==> src/hdl/ssq_pkg.sv <==
// Package for the SPI scan sequencer: payload structs, register indexes,
// command codes and controller/datapath interface types. No dependencies.
package ssq_pkg;

    localparam int CFG_INDEX_W = 3;
    localparam int CFG_DATA_W  = 16;

    typedef struct packed {
        logic [1:0]  opcode;
        logic        ready_first;
        logic        ready_second;
        logic [15:0] received_word;
        logic [1:0]  setpoint_channel;
        logic [15:0] setpoint_value;
    } req_t;

    typedef struct packed {
        logic        kind;
        logic [1:0]  device;
        logic [2:0]  byte_count;
        logic [31:0] transmit_bytes;
        logic [3:0]  store_offset;
        logic [15:0] store_value;
        logic        last;
    } rsp_t;

    typedef struct packed {
        logic        bus_enable;
        logic        adc_first_enable;
        logic        adc_second_enable;
        logic        dac_enable;
        logic        single_ended_mode;
        logic        positive_inputs;
        logic [15:0] ready_timeout;
    } cfg_t;

    localparam logic [CFG_INDEX_W-1:0] REG_BUS_ENABLE        = 3'd0;
    localparam logic [CFG_INDEX_W-1:0] REG_ADC_FIRST_ENABLE  = 3'd1;
    localparam logic [CFG_INDEX_W-1:0] REG_ADC_SECOND_ENABLE = 3'd2;
    localparam logic [CFG_INDEX_W-1:0] REG_DAC_ENABLE        = 3'd3;
    localparam logic [CFG_INDEX_W-1:0] REG_SINGLE_ENDED      = 3'd4;
    localparam logic [CFG_INDEX_W-1:0] REG_POSITIVE_INPUTS   = 3'd5;
    localparam logic [CFG_INDEX_W-1:0] REG_READY_TIMEOUT     = 3'd6;

    localparam logic [15:0] READY_TIMEOUT_RST = 16'd1000;

    localparam logic [1:0] OP_POLL     = 2'd0;
    localparam logic [1:0] OP_DONE     = 2'd1;
    localparam logic [1:0] OP_SETPOINT = 2'd2;

    localparam logic KIND_START = 1'b0;
    localparam logic KIND_STORE = 1'b1;

    localparam logic [1:0] DEV_ADC_FIRST  = 2'd0;
    localparam logic [1:0] DEV_ADC_SECOND = 2'd1;
    localparam logic [1:0] DEV_DAC        = 2'd2;

    localparam logic [2:0] ADC_BYTES = 3'd4;
    localparam logic [2:0] DAC_BYTES = 3'd3;

    // ADC per-device phase
    localparam logic [2:0] PH_INIT      = 3'd0;
    localparam logic [2:0] PH_ARM       = 3'd1;
    localparam logic [2:0] PH_WAIT_AIN0 = 3'd2;
    localparam logic [2:0] PH_READ_AIN0 = 3'd3;
    localparam logic [2:0] PH_WAIT_AIN2 = 3'd4;
    localparam logic [2:0] PH_READ_AIN2 = 3'd5;
    localparam logic [2:0] PH_WAIT_TEMP = 3'd6;
    localparam logic [2:0] PH_READ_TEMP = 3'd7;

    // conversion started by a command
    localparam logic [1:0] CONV_AIN0 = 2'd0;
    localparam logic [1:0] CONV_AIN2 = 2'd1;
    localparam logic [1:0] CONV_TEMP = 2'd2;

    localparam logic [7:0] CMD_AIN0_DIFF = 8'h81;
    localparam logic [7:0] CMD_AIN0_POS  = 8'hC1;
    localparam logic [7:0] CMD_AIN0_NEG  = 8'hD1;
    localparam logic [7:0] CMD_AIN2_DIFF = 8'hB1;
    localparam logic [7:0] CMD_AIN2_POS  = 8'hE1;
    localparam logic [7:0] CMD_AIN2_NEG  = 8'hF1;
    localparam logic [7:0] CMD_TEMP      = 8'h81;
    localparam logic [7:0] CMD_CFG_ADC   = 8'h8B;
    localparam logic [7:0] CMD_CFG_TEMP  = 8'h9B;
    localparam logic [7:0] CMD_FILL      = 8'hFF;
    localparam logic [7:0] DAC_CMD_BASE  = 8'h18;

    typedef enum logic [2:0] {
        ST_IDLE  = 3'b001,
        ST_VISIT = 3'b010,
        ST_EMIT  = 3'b100
    } ctrl_state_t;

    typedef struct packed {
        logic accept;
        logic visit;
        logic emit_step;
    } ctrl_cmd_t;

    typedef struct packed {
        logic poll_go;
        logic loop_end;
        logic emit_empty;
        logic emit_last;
    } dp_status_t;

    function automatic logic [31:0] adc_command(input logic [1:0] conv,
                                                input logic se,
                                                input logic pos);
        logic [7:0] b0;
        logic [7:0] b1;
        b1 = CMD_CFG_ADC;
        case (conv)
            CONV_AIN0: b0 = se ? (pos ? CMD_AIN0_POS : CMD_AIN0_NEG) : CMD_AIN0_DIFF;
            CONV_AIN2: b0 = se ? (pos ? CMD_AIN2_POS : CMD_AIN2_NEG) : CMD_AIN2_DIFF;
            default:
            begin
                b0 = CMD_TEMP;
                b1 = CMD_CFG_TEMP;
            end
        endcase
        return {b0, b1, CMD_FILL, CMD_FILL};
    endfunction

    function automatic logic [3:0] adc_store_offset(input logic second,
                                                    input logic [2:0] ph);
        logic [3:0] off;
        case (ph)
            PH_READ_AIN0: off = second ? 4'd2 : 4'd0;
            PH_READ_AIN2: off = second ? 4'd3 : 4'd1;
            default:      off = second ? 4'd10 : 4'd9;
        endcase
        return off;
    endfunction

endpackage

==> src/hdl/spi_adc_dac_scan_sequencer.sv <==
// SPI scan sequencer sharing one bus between two ADCs and a four-channel DAC.
// Top level: ties together ssq_cfg_regs, ssq_ctrl and ssq_datapath (ssq_pkg).
//
// Request channel (req_valid/req_stall/req_data): poll, transfer-complete and
// setpoint-write items. A transfer happens when valid is high and stall low.
// Response channel (rsp_valid/rsp_stall/rsp_data): SPI transfer starts and
// reading stores, with last set on the final response of a poll.
// Config channel (cfg_valid/cfg_ready/cfg_index/cfg_wdata): always ready;
// write only while the sequencer is idle.
//
// Sequence: completion, setpoint and ignored (busy or disabled) poll items are
// accepted in the idle state and leave it idle. A live poll is accepted, then
// visits one to three devices (one device per cycle through the shared visit
// logic), then hands out its buffered responses (up to three) in order, or
// goes back to idle when it has none. req_stall stays high until the last
// response of a poll is taken; a stalled response holds until it is taken.
// Reset: all devices enabled, differential mode, timeout 1000, ADCs in
// their init phase, no setpoints pending, bus idle.
module spi_adc_dac_scan_sequencer (
    input  logic                            clk,
    input  logic                            rst_n,
    input  logic                            req_valid,
    output logic                            req_stall,
    input  ssq_pkg::req_t                   req_data,
    output logic                            rsp_valid,
    input  logic                            rsp_stall,
    output ssq_pkg::rsp_t                   rsp_data,
    input  logic                            cfg_valid,
    output logic                            cfg_ready,
    input  logic [ssq_pkg::CFG_INDEX_W-1:0] cfg_index,
    input  logic [ssq_pkg::CFG_DATA_W-1:0]  cfg_wdata
);
    import ssq_pkg::*;

    cfg_t       cfg;
    ctrl_cmd_t  cmd;
    dp_status_t status;

    assign cfg_ready = 1'b1;

    ssq_cfg_regs u_cfg (
        .clk      (clk),
        .rst_n    (rst_n),
        .wr_en    (cfg_valid & cfg_ready),
        .wr_index (cfg_index),
        .wr_data  (cfg_wdata),
        .cfg      (cfg)
    );

    ssq_ctrl u_ctrl (
        .clk       (clk),
        .rst_n     (rst_n),
        .req_valid (req_valid),
        .req_stall (req_stall),
        .rsp_valid (rsp_valid),
        .rsp_stall (rsp_stall),
        .status    (status),
        .cmd       (cmd)
    );

    ssq_datapath u_dp (
        .clk    (clk),
        .rst_n  (rst_n),
        .cfg    (cfg),
        .req    (req_data),
        .cmd    (cmd),
        .status (status),
        .rsp    (rsp_data)
    );

endmodule

==> src/hdl/ssq_cfg_regs.sv <==
// Configuration register file of the SPI scan sequencer.
// Depends on ssq_pkg.
module ssq_cfg_regs (
    input  logic                           clk,
    input  logic                           rst_n,
    input  logic                           wr_en,
    input  logic [ssq_pkg::CFG_INDEX_W-1:0] wr_index,
    input  logic [ssq_pkg::CFG_DATA_W-1:0]  wr_data,
    output ssq_pkg::cfg_t                  cfg
);
    import ssq_pkg::*;

    cfg_t cfg_reg;

    always_ff @(posedge clk or negedge rst_n)
    begin
        if (!rst_n)
        begin
            cfg_reg.bus_enable        <= 1'b1;
            cfg_reg.adc_first_enable  <= 1'b1;
            cfg_reg.adc_second_enable <= 1'b1;
            cfg_reg.dac_enable        <= 1'b1;
            cfg_reg.single_ended_mode <= 1'b0;
            cfg_reg.positive_inputs   <= 1'b1;
            cfg_reg.ready_timeout     <= READY_TIMEOUT_RST;
        end
        else if (wr_en)
        begin
            case (wr_index)
                REG_BUS_ENABLE:        cfg_reg.bus_enable        <= wr_data[0];
                REG_ADC_FIRST_ENABLE:  cfg_reg.adc_first_enable  <= wr_data[0];
                REG_ADC_SECOND_ENABLE: cfg_reg.adc_second_enable <= wr_data[0];
                REG_DAC_ENABLE:        cfg_reg.dac_enable        <= wr_data[0];
                REG_SINGLE_ENDED:      cfg_reg.single_ended_mode <= wr_data[0];
                REG_POSITIVE_INPUTS:   cfg_reg.positive_inputs   <= wr_data[0];
                REG_READY_TIMEOUT:     cfg_reg.ready_timeout     <= wr_data[15:0];
                default: ;
            endcase
        end
    end

    assign cfg = cfg_reg;

endmodule

==> src/hdl/ssq_datapath.sv <==
// Datapath of the SPI scan sequencer: device state, setpoints, one device
// visit per cycle and the result buffer. Depends on ssq_pkg.
module ssq_datapath (
    input  logic                clk,
    input  logic                rst_n,
    input  ssq_pkg::cfg_t       cfg,
    input  ssq_pkg::req_t       req,
    input  ssq_pkg::ctrl_cmd_t  cmd,
    output ssq_pkg::dp_status_t status,
    output ssq_pkg::rsp_t       rsp
);
    import ssq_pkg::*;

    logic        busy_reg, busy_next;
    logic [15:0] last_rx_reg, last_rx_next;
    logic [1:0]  pos_reg, pos_next;
    logic [1:0]  start_pos_reg, start_pos_next;
    logic [2:0]  phase_reg [2], phase_next [2];
    logic [15:0] nrc_reg [2], nrc_next [2];
    logic        dac_sending_reg, dac_sending_next;
    logic [1:0]  dac_ch_reg, dac_ch_next;
    logic [15:0] sp_reg [4], sp_next [4];
    logic [3:0]  pend_reg, pend_next;
    logic [1:0]  rdy_reg, rdy_next;
    logic [1:0]  count_reg, count_next;
    logic [1:0]  idx_reg, idx_next;
    rsp_t        buf_reg [3];

    rsp_t        res;
    logic        res_valid;
    logic        released;
    logic        k;
    logic        adc_en;
    logic [2:0]  ph;
    logic [15:0] cnt_inc;
    logic [1:0]  conv;
    logic [1:0]  pos_adv;
    logic [1:0]  pos_after;
    logic        poll_go;

    assign poll_go = (req.opcode == OP_POLL) && cfg.bus_enable && !busy_reg;

    always_comb
    begin
        busy_next        = busy_reg;
        last_rx_next     = last_rx_reg;
        start_pos_next   = start_pos_reg;
        phase_next       = phase_reg;
        nrc_next         = nrc_reg;
        dac_sending_next = dac_sending_reg;
        dac_ch_next      = dac_ch_reg;
        sp_next          = sp_reg;
        pend_next        = pend_reg;
        rdy_next         = rdy_reg;
        count_next       = count_reg;
        idx_next         = idx_reg;
        res              = '0;
        res_valid        = 1'b0;
        released         = 1'b0;
        k                = pos_reg[0];
        adc_en           = k ? cfg.adc_second_enable : cfg.adc_first_enable;
        ph               = phase_reg[k];
        cnt_inc          = nrc_reg[k] + 16'd1;
        conv             = CONV_AIN0;

        if (cmd.accept)
        begin
            case (req.opcode)
                OP_DONE:
                begin
                    if (busy_reg)
                    begin
                        busy_next    = 1'b0;
                        last_rx_next = req.received_word;
                    end
                end
                OP_SETPOINT:
                begin
                    sp_next[req.setpoint_channel]   = req.setpoint_value;
                    pend_next[req.setpoint_channel] = 1'b1;
                end
                OP_POLL:
                begin
                    if (poll_go)
                    begin
                        start_pos_next = pos_reg;
                        count_next     = 2'd0;
                        idx_next       = 2'd0;
                        rdy_next       = {req.ready_second, req.ready_first};
                    end
                end
                default: ;
            endcase
        end

        if (cmd.visit)
        begin
            case (pos_reg)
                DEV_ADC_FIRST, DEV_ADC_SECOND:
                begin
                    if (!adc_en)
                    begin
                        released = 1'b1;
                    end
                    else
                    begin
                        case (ph)
                            PH_INIT:
                            begin
                                res_valid    = 1'b1;
                                conv         = CONV_AIN0;
                                phase_next[k] = PH_ARM;
                            end
                            PH_ARM:
                            begin
                                nrc_next[k]   = 16'd0;
                                phase_next[k] = PH_WAIT_AIN0;
                                released      = 1'b1;
                            end
                            PH_WAIT_AIN0, PH_WAIT_AIN2, PH_WAIT_TEMP:
                            begin
                                if (rdy_reg[k])
                                    nrc_next[k] = cnt_inc;
                                if (rdy_reg[k] && (cnt_inc <= cfg.ready_timeout))
                                begin
                                    released = 1'b1;
                                end
                                else
                                begin
                                    res_valid     = 1'b1;
                                    phase_next[k] = ph + 3'd1;
                                    case (ph)
                                        PH_WAIT_AIN0: conv = CONV_AIN2;
                                        PH_WAIT_AIN2: conv = CONV_TEMP;
                                        default:      conv = CONV_AIN0;
                                    endcase
                                end
                            end
                            default:
                            begin
                                res.kind         = KIND_STORE;
                                res.device       = pos_reg;
                                res.store_offset = adc_store_offset(k, ph);
                                res.store_value  = last_rx_reg;
                                nrc_next[k]      = 16'd0;
                                phase_next[k]    = (ph == PH_READ_TEMP) ? PH_WAIT_AIN0
                                                                        : ph + 3'd1;
                                released         = 1'b1;
                            end
                        endcase
                        if (res_valid)
                        begin
                            res.kind           = KIND_START;
                            res.device         = pos_reg;
                            res.byte_count     = ADC_BYTES;
                            res.transmit_bytes = adc_command(conv, cfg.single_ended_mode,
                                                             cfg.positive_inputs);
                            busy_next          = 1'b1;
                        end
                        else if (ph[0] && (ph != PH_ARM))
                        begin
                            res_valid = 1'b1;
                        end
                    end
                end
                DEV_DAC:
                begin
                    if (!cfg.dac_enable)
                    begin
                        released = 1'b1;
                    end
                    else if (dac_sending_reg)
                    begin
                        dac_sending_next = 1'b0;
                        released         = 1'b1;
                    end
                    else
                    begin
                        dac_ch_next = dac_ch_reg + 2'd1;
                        if (!pend_reg[dac_ch_reg])
                        begin
                            released = 1'b1;
                        end
                        else
                        begin
                            pend_next[dac_ch_reg] = 1'b0;
                            busy_next             = 1'b1;
                            dac_sending_next      = 1'b1;
                            res_valid             = 1'b1;
                            res.kind              = KIND_START;
                            res.device            = DEV_DAC;
                            res.byte_count        = DAC_BYTES;
                            res.transmit_bytes    = {DAC_CMD_BASE + {6'd0, dac_ch_reg},
                                                     sp_reg[dac_ch_reg], 8'h00};
                        end
                    end
                end
                default:
                begin
                    released = 1'b1;
                end
            endcase
            if (res_valid)
                count_next = count_reg + 2'd1;
        end

        if (cmd.emit_step)
            idx_next = idx_reg + 2'd1;
    end

    assign pos_adv   = (pos_reg >= DEV_DAC) ? DEV_ADC_FIRST : pos_reg + 2'd1;
    assign pos_after = released ? pos_adv : pos_reg;
    assign pos_next  = cmd.visit ? pos_after : pos_reg;

    always_ff @(posedge clk or negedge rst_n)
    begin
        if (!rst_n)
        begin
            busy_reg        <= 1'b0;
            last_rx_reg     <= 16'd0;
            pos_reg         <= DEV_ADC_FIRST;
            start_pos_reg   <= DEV_ADC_FIRST;
            phase_reg       <= '{PH_INIT, PH_INIT};
            nrc_reg         <= '{16'd0, 16'd0};
            dac_sending_reg <= 1'b0;
            dac_ch_reg      <= 2'd0;
            sp_reg          <= '{16'd0, 16'd0, 16'd0, 16'd0};
            pend_reg        <= 4'd0;
            rdy_reg         <= 2'd0;
            count_reg       <= 2'd0;
            idx_reg         <= 2'd0;
        end
        else
        begin
            busy_reg        <= busy_next;
            last_rx_reg     <= last_rx_next;
            pos_reg         <= pos_next;
            start_pos_reg   <= start_pos_next;
            phase_reg       <= phase_next;
            nrc_reg         <= nrc_next;
            dac_sending_reg <= dac_sending_next;
            dac_ch_reg      <= dac_ch_next;
            sp_reg          <= sp_next;
            pend_reg        <= pend_next;
            rdy_reg         <= rdy_next;
            count_reg       <= count_next;
            idx_reg         <= idx_next;
        end
    end

    always_ff @(posedge clk)
    begin
        if (cmd.visit && res_valid)
            buf_reg[count_reg] <= res;
    end

    assign status.poll_go    = poll_go;
    assign status.loop_end   = busy_next || (pos_after == start_pos_reg);
    assign status.emit_empty = (count_reg == 2'd0);
    assign status.emit_last  = (idx_reg == (count_reg - 2'd1));

    always_comb
    begin
        rsp      = buf_reg[idx_reg];
        rsp.last = status.emit_last;
    end

endmodule

==> src/hdl/ssq_ctrl.sv <==
// Controller state machine of the SPI scan sequencer: accepts items, runs
// device visits, then hands out buffered results. Depends on ssq_pkg.
module ssq_ctrl (
    input  logic                clk,
    input  logic                rst_n,
    input  logic                req_valid,
    output logic                req_stall,
    output logic                rsp_valid,
    input  logic                rsp_stall,
    input  ssq_pkg::dp_status_t status,
    output ssq_pkg::ctrl_cmd_t  cmd
);
    import ssq_pkg::*;

    ctrl_state_t state_reg, state_next;

    always_comb
    begin
        state_next    = state_reg;
        cmd           = '0;
        req_stall     = 1'b1;
        rsp_valid     = 1'b0;
        case (state_reg)
            ST_IDLE:
            begin
                req_stall  = 1'b0;
                cmd.accept = req_valid;
                if (req_valid && status.poll_go)
                    state_next = ST_VISIT;
            end
            ST_VISIT:
            begin
                cmd.visit = 1'b1;
                if (status.loop_end)
                    state_next = ST_EMIT;
            end
            ST_EMIT:
            begin
                rsp_valid = !status.emit_empty;
                if (status.emit_empty)
                begin
                    state_next = ST_IDLE;
                end
                else if (!rsp_stall)
                begin
                    cmd.emit_step = 1'b1;
                    if (status.emit_last)
                        state_next = ST_IDLE;
                end
            end
            default:
            begin
                state_next = ST_IDLE;
            end
        endcase
    end

    always_ff @(posedge clk or negedge rst_n)
    begin
        if (!rst_n)
            state_reg <= ST_IDLE;
        else
            state_reg <= state_next;
    end

endmodule
==> config.mk <==
export PLATFORM = sky130hd
export DESIGN_NAME = spi_adc_dac_scan_sequencer
export DESIGN_NICKNAME = d
export VERILOG_FILES = /design/src/hdl/ssq_pkg.sv /design/src/hdl/spi_adc_dac_scan_sequencer.sv /design/src/hdl/ssq_cfg_regs.sv /design/src/hdl/ssq_datapath.sv /design/src/hdl/ssq_ctrl.sv
export SDC_FILE = /design/constraint.sdc
export NUM_CORES = 1
export LEC_CHECK = 0
export BUFFER_PORTS_ARGS = -buffer_cell sky130_fd_sc_hd__buf_2
export CAP_MARGIN = 20
export CORE_ASPECT_RATIO = 2
export CORE_MARGIN = 5
export CORE_UTILIZATION = 50
export CTS_CLUSTER_DIAMETER = 30
export DETAILED_ROUTE_END_ITERATION = 6
export MAX_ROUTING_LAYER = met4
export PLACE_DENSITY = 0.69
export SYNTH_ARGS = -nofsm -noshare
export SYNTH_HDL_FRONTEND = slang
export SYNTH_SLANG_ARGS = --single-unit
export TNS_END_PERCENT = 30
==> constraint.sdc <==
create_clock -name clk -period 7.8 [get_ports clk]
set_clock_uncertainty 0.15 [all_clocks]
set_input_delay 1.56 -clock clk [delete_from_list [all_inputs] [get_ports clk]]
set_output_delay 1.56 -clock clk [all_outputs]
set_load 0.02 [all_outputs]
== Word level (Yosys, flattened, before mapping) ==
Memory sizes are Yosys's and may differ from the RTL's.
Cells that the tools add are included.
Cells by class
  add/sub/neg operators: 8
  multiply operators: 0
  div/mod/pow operators: 0
  magnitude comparators: 12
  equality and inequality tests: 30
  shift operators: 0
  multiplexer cells: 123
  bitwise operators: 16
  reductions and logical operators: 42
Operator list (number)
  2-to-1 mux 58 bit: 2
  2-to-1 mux 38 bit: 3
  2-to-1 mux 16 bit: 7
  one-hot mux 38 bit (2 select lines): 1
  bitwise mux 64 bit: 1
  one-hot mux 32 bit (2 select lines): 1
  2-to-1 mux 1 bit: 41
  2-to-1 mux 20 bit: 2
  2-to-1 mux 2 bit: 19
  2-to-1 mux 37 bit: 1
  2-to-1 mux 3 bit: 11
  AND 32 bit: 1
  binary-select mux 16 bit (select 2 bit): 1
  bitwise mux 32 bit: 1
  demux 16 bit (select 2 bit): 1
  2-to-1 mux 32 bit: 1
  inverter 32 bit: 1
  2-to-1 mux 4 bit: 7
  == test 3 bit (second input constant): 8
  one-hot mux 6 bit (3 select lines): 1
  adder 16 x 1 -> 16 bit (second input constant): 1
  demux 16 bit (select 1 bit): 1
  <= comparator 16 bit: 1
  2-to-1 mux 8 bit: 2
  other kinds (51): 115
Storage, ports and cells
  bits in registers: 161
  bits in latches: 0
  memory bits (writable): 174
  ROM bits: 0
  input port bits: 62
  output and inout bits: 62
  logic and storage cells: 258
  memories: 1
Memory list
  u_dp.buf_reg: words 3, width 58, read ports 1, clocked after memory_dff 0, wr ports 1, line ssq_datapath.sv:27  | rsp_t buf_reg [3];

== Longest topological paths before layout ==
  depth in word-level cells: 20
  gate-level depth with buffers: 23

== Cells and area by module ==
From an unflattened synthesis, not the netlist that was laid out.
Unflattened totals
  cells, all modules: 1057
  area, all modules: 13860.8 µm²
By module, submodules not included
  ssq_datapath: times used 1, cells each 985, area each 12733.5 µm², seq. area each 7457.2 µm²
  ssq_cfg_regs: times used 1, cells each 52, area each 948.4 µm², seq. area each 564.3 µm²
  ssq_ctrl: times used 1, cells each 18, area each 167.7 µm², seq. area each 76.3 µm²
  spi_adc_dac_scan_sequencer: times used 1, cells each 2, area each 11.3 µm², seq. area each 0.0 µm²

== Least setup slack after synthesis ==
No wires, ideal clock.
  path kind: register -> register
  from: reg u_dp.pos_reg[0]
  to: mem u_dp.buf_reg[0][0] (netlist bit) (enable)
  library setup time: 407 ps
  arrival time: 5079 ps
  data required time: 7243 ps
  setup slack: 2164 ps
  cell stages (with the launch flop): 22
  buffers on the path: 5
  cells stage by stage: dfrtp_1 -> buf_6 -> buf_6 -> buf_2 -> buf_2 -> buf_1 -> mux2_2 -> ha_1 -> and3_2 -> nand3_2 -> nor2_2 -> nand2_1 -> xor2_1 -> mux2i_1 -> ha_1 -> nand4_1 -> a2111o_1 -> nand4_1 -> a21boi_2 -> nand2_1 -> a31o_2 -> and2_1
Between the ends
  word-level cells in the longest chain between the ends: 20
RTL lines
  start: declaration: line ssq_datapath.sv:16  | logic [1:0] pos_reg, pos_next;
  start signal: assignment: line ssq_datapath.sv:237  | pos_reg <= pos_next;
  inverter 1 -> 2 bit (not written as such): line ssq_datapath.sv:62, ssq_datapath.sv:63
  2-to-1 mux 16 bit (not written as such) (3 in series): line ssq_datapath.sv:63  | cnt_inc = nrc_reg[k] + 16'd1;
  adder 16 x 1 -> 16 bit: line ssq_datapath.sv:63
  <= comparator 16 bit: line ssq_datapath.sv:124  | if (rdy_reg[k] && (cnt_inc <= cfg.ready_timeout))
  logical AND 1 bit: line ssq_datapath.sv:124
  2-to-1 mux 1 bit: line ssq_datapath.sv:124
  one-hot mux 1 bit (2 select lines): line ssq_datapath.sv:107  | case (ph)
  2-to-1 mux 1 bit: line ssq_datapath.sv:101  | if (!adc_en)
  2-to-1 mux 1 bit: line ssq_datapath.sv:98  | case (pos_reg)
  2-to-1 mux 1 bit: line ssq_datapath.sv:96  | if (cmd.visit)
  2-to-1 mux 1 bit: line ssq_datapath.sv:151  | if (res_valid)
  2-to-1 mux 1 bit: line ssq_datapath.sv:101
  one-hot mux 1 bit (2 select lines) *: line ssq_datapath.sv:98
  2-to-1 mux 1 bit * (2 in series): line ssq_datapath.sv:96
  logical AND 1 bit *: line ssq_datapath.sv:253  | if (cmd.visit && res_valid)
  2-to-1 mux 1 bit *: line ssq_datapath.sv:253
  2-to-1 mux 1 bit (not written as such) *: line ssq_datapath.sv:254  | buf_reg[count_reg] <= res;
  end: declaration: line ssq_datapath.sv:27
Every way passes the cells marked *; elsewhere a longest branch is shown, timed or not. The select of a mux whose other input is x is not followed.

== Final worst setup path ==
  from: reg u_dp.pos_reg[0]
  to: mem u_dp.buf_reg[0][10] (netlist bit) (enable)
Same word-level chain as after synthesis.

==> impl_metrics.env <==
export IMPL_internal_power_mw=3.114
export IMPL_vias=8591
export IMPL_hp_start="u_dp.nrc_reg[14]$_DFFE_PN0P_"
export IMPL_synth_seq_cells=296
export IMPL_place_congestion=0.8450
export IMPL_start_kind="register"
export IMPL_cp_required_ns=7.89
export IMPL_worstPathArrival_ns=5.73
export IMPL_met2_usage_pct=33.77
export IMPL_slowest_delay_ns=0.78
export IMPL_io_pin_count=124
export IMPL_drt_pass1_iter_count=6
export IMPL_worst_path_buf_inv=3
export IMPL_antennaDiodeCount=0
export IMPL_hold_class="register to register"
export IMPL_worstMarginPinSlew_ns=1.023
export IMPL_numCtsBuffers=39
export IMPL_design_core_area_um2=27010
export IMPL_grt_setup_unrepaired="false"
export IMPL_endpoint_kind="register"
export IMPL_grt_pass1_wl_mm=47.64
export IMPL_drc_errors=0
export IMPL_crit_fanout=30
export IMPL_yosysUniqueCellTypes=71
export IMPL_cts_tree="built"
export IMPL_setup_viol=0
export IMPL_drtAntennaViolNets=0
export IMPL_cp_num_cells=18
export IMPL_synth_area_um2=13720
export IMPL_outcome="completed"
export IMPL_worstSetupPathType="register to register"
export IMPL_cts_root_buf="clkbuf_16"
export IMPL_synth_simple_area_share_pct=8.909
export IMPL_synth_edf_count=135
export IMPL_start_util_pct=50.79
export IMPL_fp_dieH_um=244.3
export IMPL_busiest_layer="met2"
export IMPL_seq_area_frac_synth_pct=59.02
export IMPL_hpwlAfterDp_mm=19.63
export IMPL_cp_endpoint="u_dp.buf_reg[0][10]$_DFFE_PP_"
export IMPL_min_period_over_period_pct=72.29
export IMPL_fp_dieW_um=127.1
export IMPL_overflow=0
export IMPL_pwr_share_clk_pct=43.6
export IMPL_fmax_mhz=177.4
export IMPL_first_global_vias=9128
export IMPL_groute_usage_overall_pct=19.76
export IMPL_portBuffers=120
export IMPL_p_leak_nw=6.733
export IMPL_nNetsFinal=1270
export IMPL_drt_iter0_drc=536
export IMPL_hold_viol_final=0
export IMPL_wl_per_cell_um=18.68
export IMPL_switchingPower_mw=1.024
export IMPL_slew_viol_final=0
export IMPL_core_rowCount=85
export IMPL_areaGrowthSynthToFinish_pct=15.93
export IMPL_muxShareOfSynthArea_pct=17.09
export IMPL_grt_util_met1_pct=22.77
export IMPL_async_flop_share_pct=54.39
export IMPL_r2r_start="u_dp.pos_reg[0]$_DFFE_PN0P_"
export IMPL_maxSlewHeadroom_pct=31.75
export IMPL_use_met3_pct=3.210
export IMPL_yosysWarningCount=0
export IMPL_min_period_ns=5.638
export IMPL_dieArea_um2=31060
export IMPL_synth_compound_area_share_pct=7.095
export IMPL_crit_family="simple AND/OR/NAND/NOR gates"
export IMPL_seq_power_share_pct=44.9
export IMPL_startpoint="u_dp.pos_reg[0]$_DFFE_PN0P_"
export IMPL_synth_top_family_by_area="multiplexers"
export IMPL_ir_drop_uv=275.3
export IMPL_htree_num_levels=2
export IMPL_cts_hold_buf=0
export IMPL_hold_ws_ns=0.3256
export IMPL_power_mw=4.138
export IMPL_synth_xor_area_share_pct=1.277
export IMPL_syn_area_per_cell_um2=12.91
export IMPL_postCtsSetupRepairBufs=0
export IMPL_clk_latency_ns=0.52
export IMPL_antenna_found_initial=0
export IMPL_grt_max_degree=103
export IMPL_cts_buffer_depth=3
export IMPL_via_per_inst=5.528
export IMPL_r2r_cells=18
export IMPL_power_density_nw_per_um2=260.1
export IMPL_maxCapViolations=0
export IMPL_cp_slowest_cell="dfrtp_1"
export IMPL_r2r_end="u_dp.buf_reg[0][10]$_DFFE_PP_"
export IMPL_clkTransAtPathRegs_ns=0.05
export IMPL_fin_tns_setup_ns=0
export IMPL_synth_cells=1063
export IMPL_cts_repair_resized=0
export IMPL_yosys_most_used_dff="dfrtp_1"
export IMPL_largest_reg_flops=135
export IMPL_r2r_setup_slack_ns=2.16
export IMPL_path_cells="buf_4, mux2_2, ha_1, and3_2, nand3_2, nor2_2, nand2_1, xor2_1, inv_1, ha_1, nand4_1, nor4_1, a21oi_1, a21boi_2, nand2_1, a31o_2, and2_2, buf_4"
export IMPL_final_area_um2=15910
export IMPL_layout_drive_gt1_share_pct=30.35
export IMPL_yosys_area_share_adder_pct=3.009
export IMPL_p_comb_share_pct=11.5
export IMPL_place_area_um2=14570
export IMPL_swShare_pct=24.75
export IMPL_drt_wl_total_mm=29.03
export IMPL_clock_sinks=296
metrics by stage:
stage	util (%)	setup WS (ns)	cells
2_1_floorplan	-	2.164	1064
5_1_grt	58.88	1.704	1554
3_5_place_dp	53.92	2.160	1481
4_1_cts	58.86	2.123	1553
6_report	58.88	2.162	1554
3_3_place_gp	53.92	2.250	1481
placed cells by master, fill, tap and decap left out, types with 12 or more instances in the layout:
master     synthesis  layout
inv_1             43      43
ha_1              33      33
mux4_2            17      17
dfrtp_1          149     147
clkbuf_16          0      39
mux2i_1           64      64
nand2_1          126     126
buf_2              8     119
edfxtp_1         135     135
nor2_1            23      23
a21oi_1           23      23
o21a_1            14      14
buf_4             15      13
dfstp_2           12      12
o21ai_0           78      78
and3_1            18      18
mux2_2           115     115
final cells by class:
class	count	area, um2
flip-flops and latches	296	8100
multi-input cells	660	5161
well taps	348	435.4
repair buffers	134	711.9
clock inverters	25	286.5
fillers	2201	11110
inverters	44	165.2
clock buffers	47	1046
kinds of logic (layout without fill, tap and decap cells):
kind of cell    Yosys count  count (layout)
xor+xnor                 20              20
buf+inv                 108             250
fa+ha+maj                33              33
mux                     198             198
compound gates          158             158
other cells               2               3
simple gates            248             248
flops                   296             296
power groups by stage:
stage | clock network (mW) | registers (mW) | logic, mW
floorplan | 0 | 1.85 | 0.355
detailed placement | 0 | 1.89 | 0.481
finish | 1.80 | 1.86 | 0.477
global placement | 0 | 1.88 | 0.470
CTS | 1.84 | 1.86 | 0.486
global route | 1.90 | 1.87 | 0.526
worst min-delay path by stage:
stage	end	slack (ns)	cells past startpoint
2_1_floorplan	u_dp.nrc_reg[14]$_DFFE_PN0P_	0.29	2
3_5_place_dp	u_dp.nrc_reg[14]$_DFFE_PN0P_	0.32	2
4_1_cts	u_dp.nrc_reg[14]$_DFFE_PN0P_	0.33	2
5_1_grt	u_dp.sp_reg[18]$_DFFE_PN0P_	0.36	1
3_3_place_gp	u_dp.nrc_reg[15]$_DFFE_PN0P_	0.31	2
6_report	u_dp.nrc_reg[14]$_DFFE_PN0P_	0.33	2
worst min-delay path, stage by stage, from the launching register on:
cell	delay, ns
dfrtp_1	0.34
nand2_1	0.05
o31ai_1	0.05
synth_stat cells (6+ instances only):
cell type,number,area [um2]
nor2_1,23,86.33
xnor2_1,9,78.83
dfrtp_1,149,3729
inv_1,43,161.4
and3_1,18,112.6
nand2_1,126,473.0
o31ai_1,8,60.06
nor3b_1,7,52.55
nand2b_1,8,50.05
buf_4,15,112.6
nor3_1,9,45.04
o21ai_0,78,390.4
o21a_1,14,105.1
buf_1,6,22.52
xor2_1,11,96.34
buf_2,8,40.04
dfstp_2,12,315.3
ha_1,33,412.9
clkbuf_1,33,123.9
mux2i_1,64,640.6
a21oi_1,23,115.1
nand3_1,10,50.05
nand4_1,9,56.30
mux2_2,115,1295
edfxtp_1,135,4054
and2_1,10,62.56
mux4_2,17,382.9
per-layer routing:
layer  wire [um]  up-vias
met4        1067        0
met1       11440     4278
met3        1128       70
li1            -     4055
met2       15390      188
met5           0        -
No activity file was read; power rests on OpenSTA's default activity.
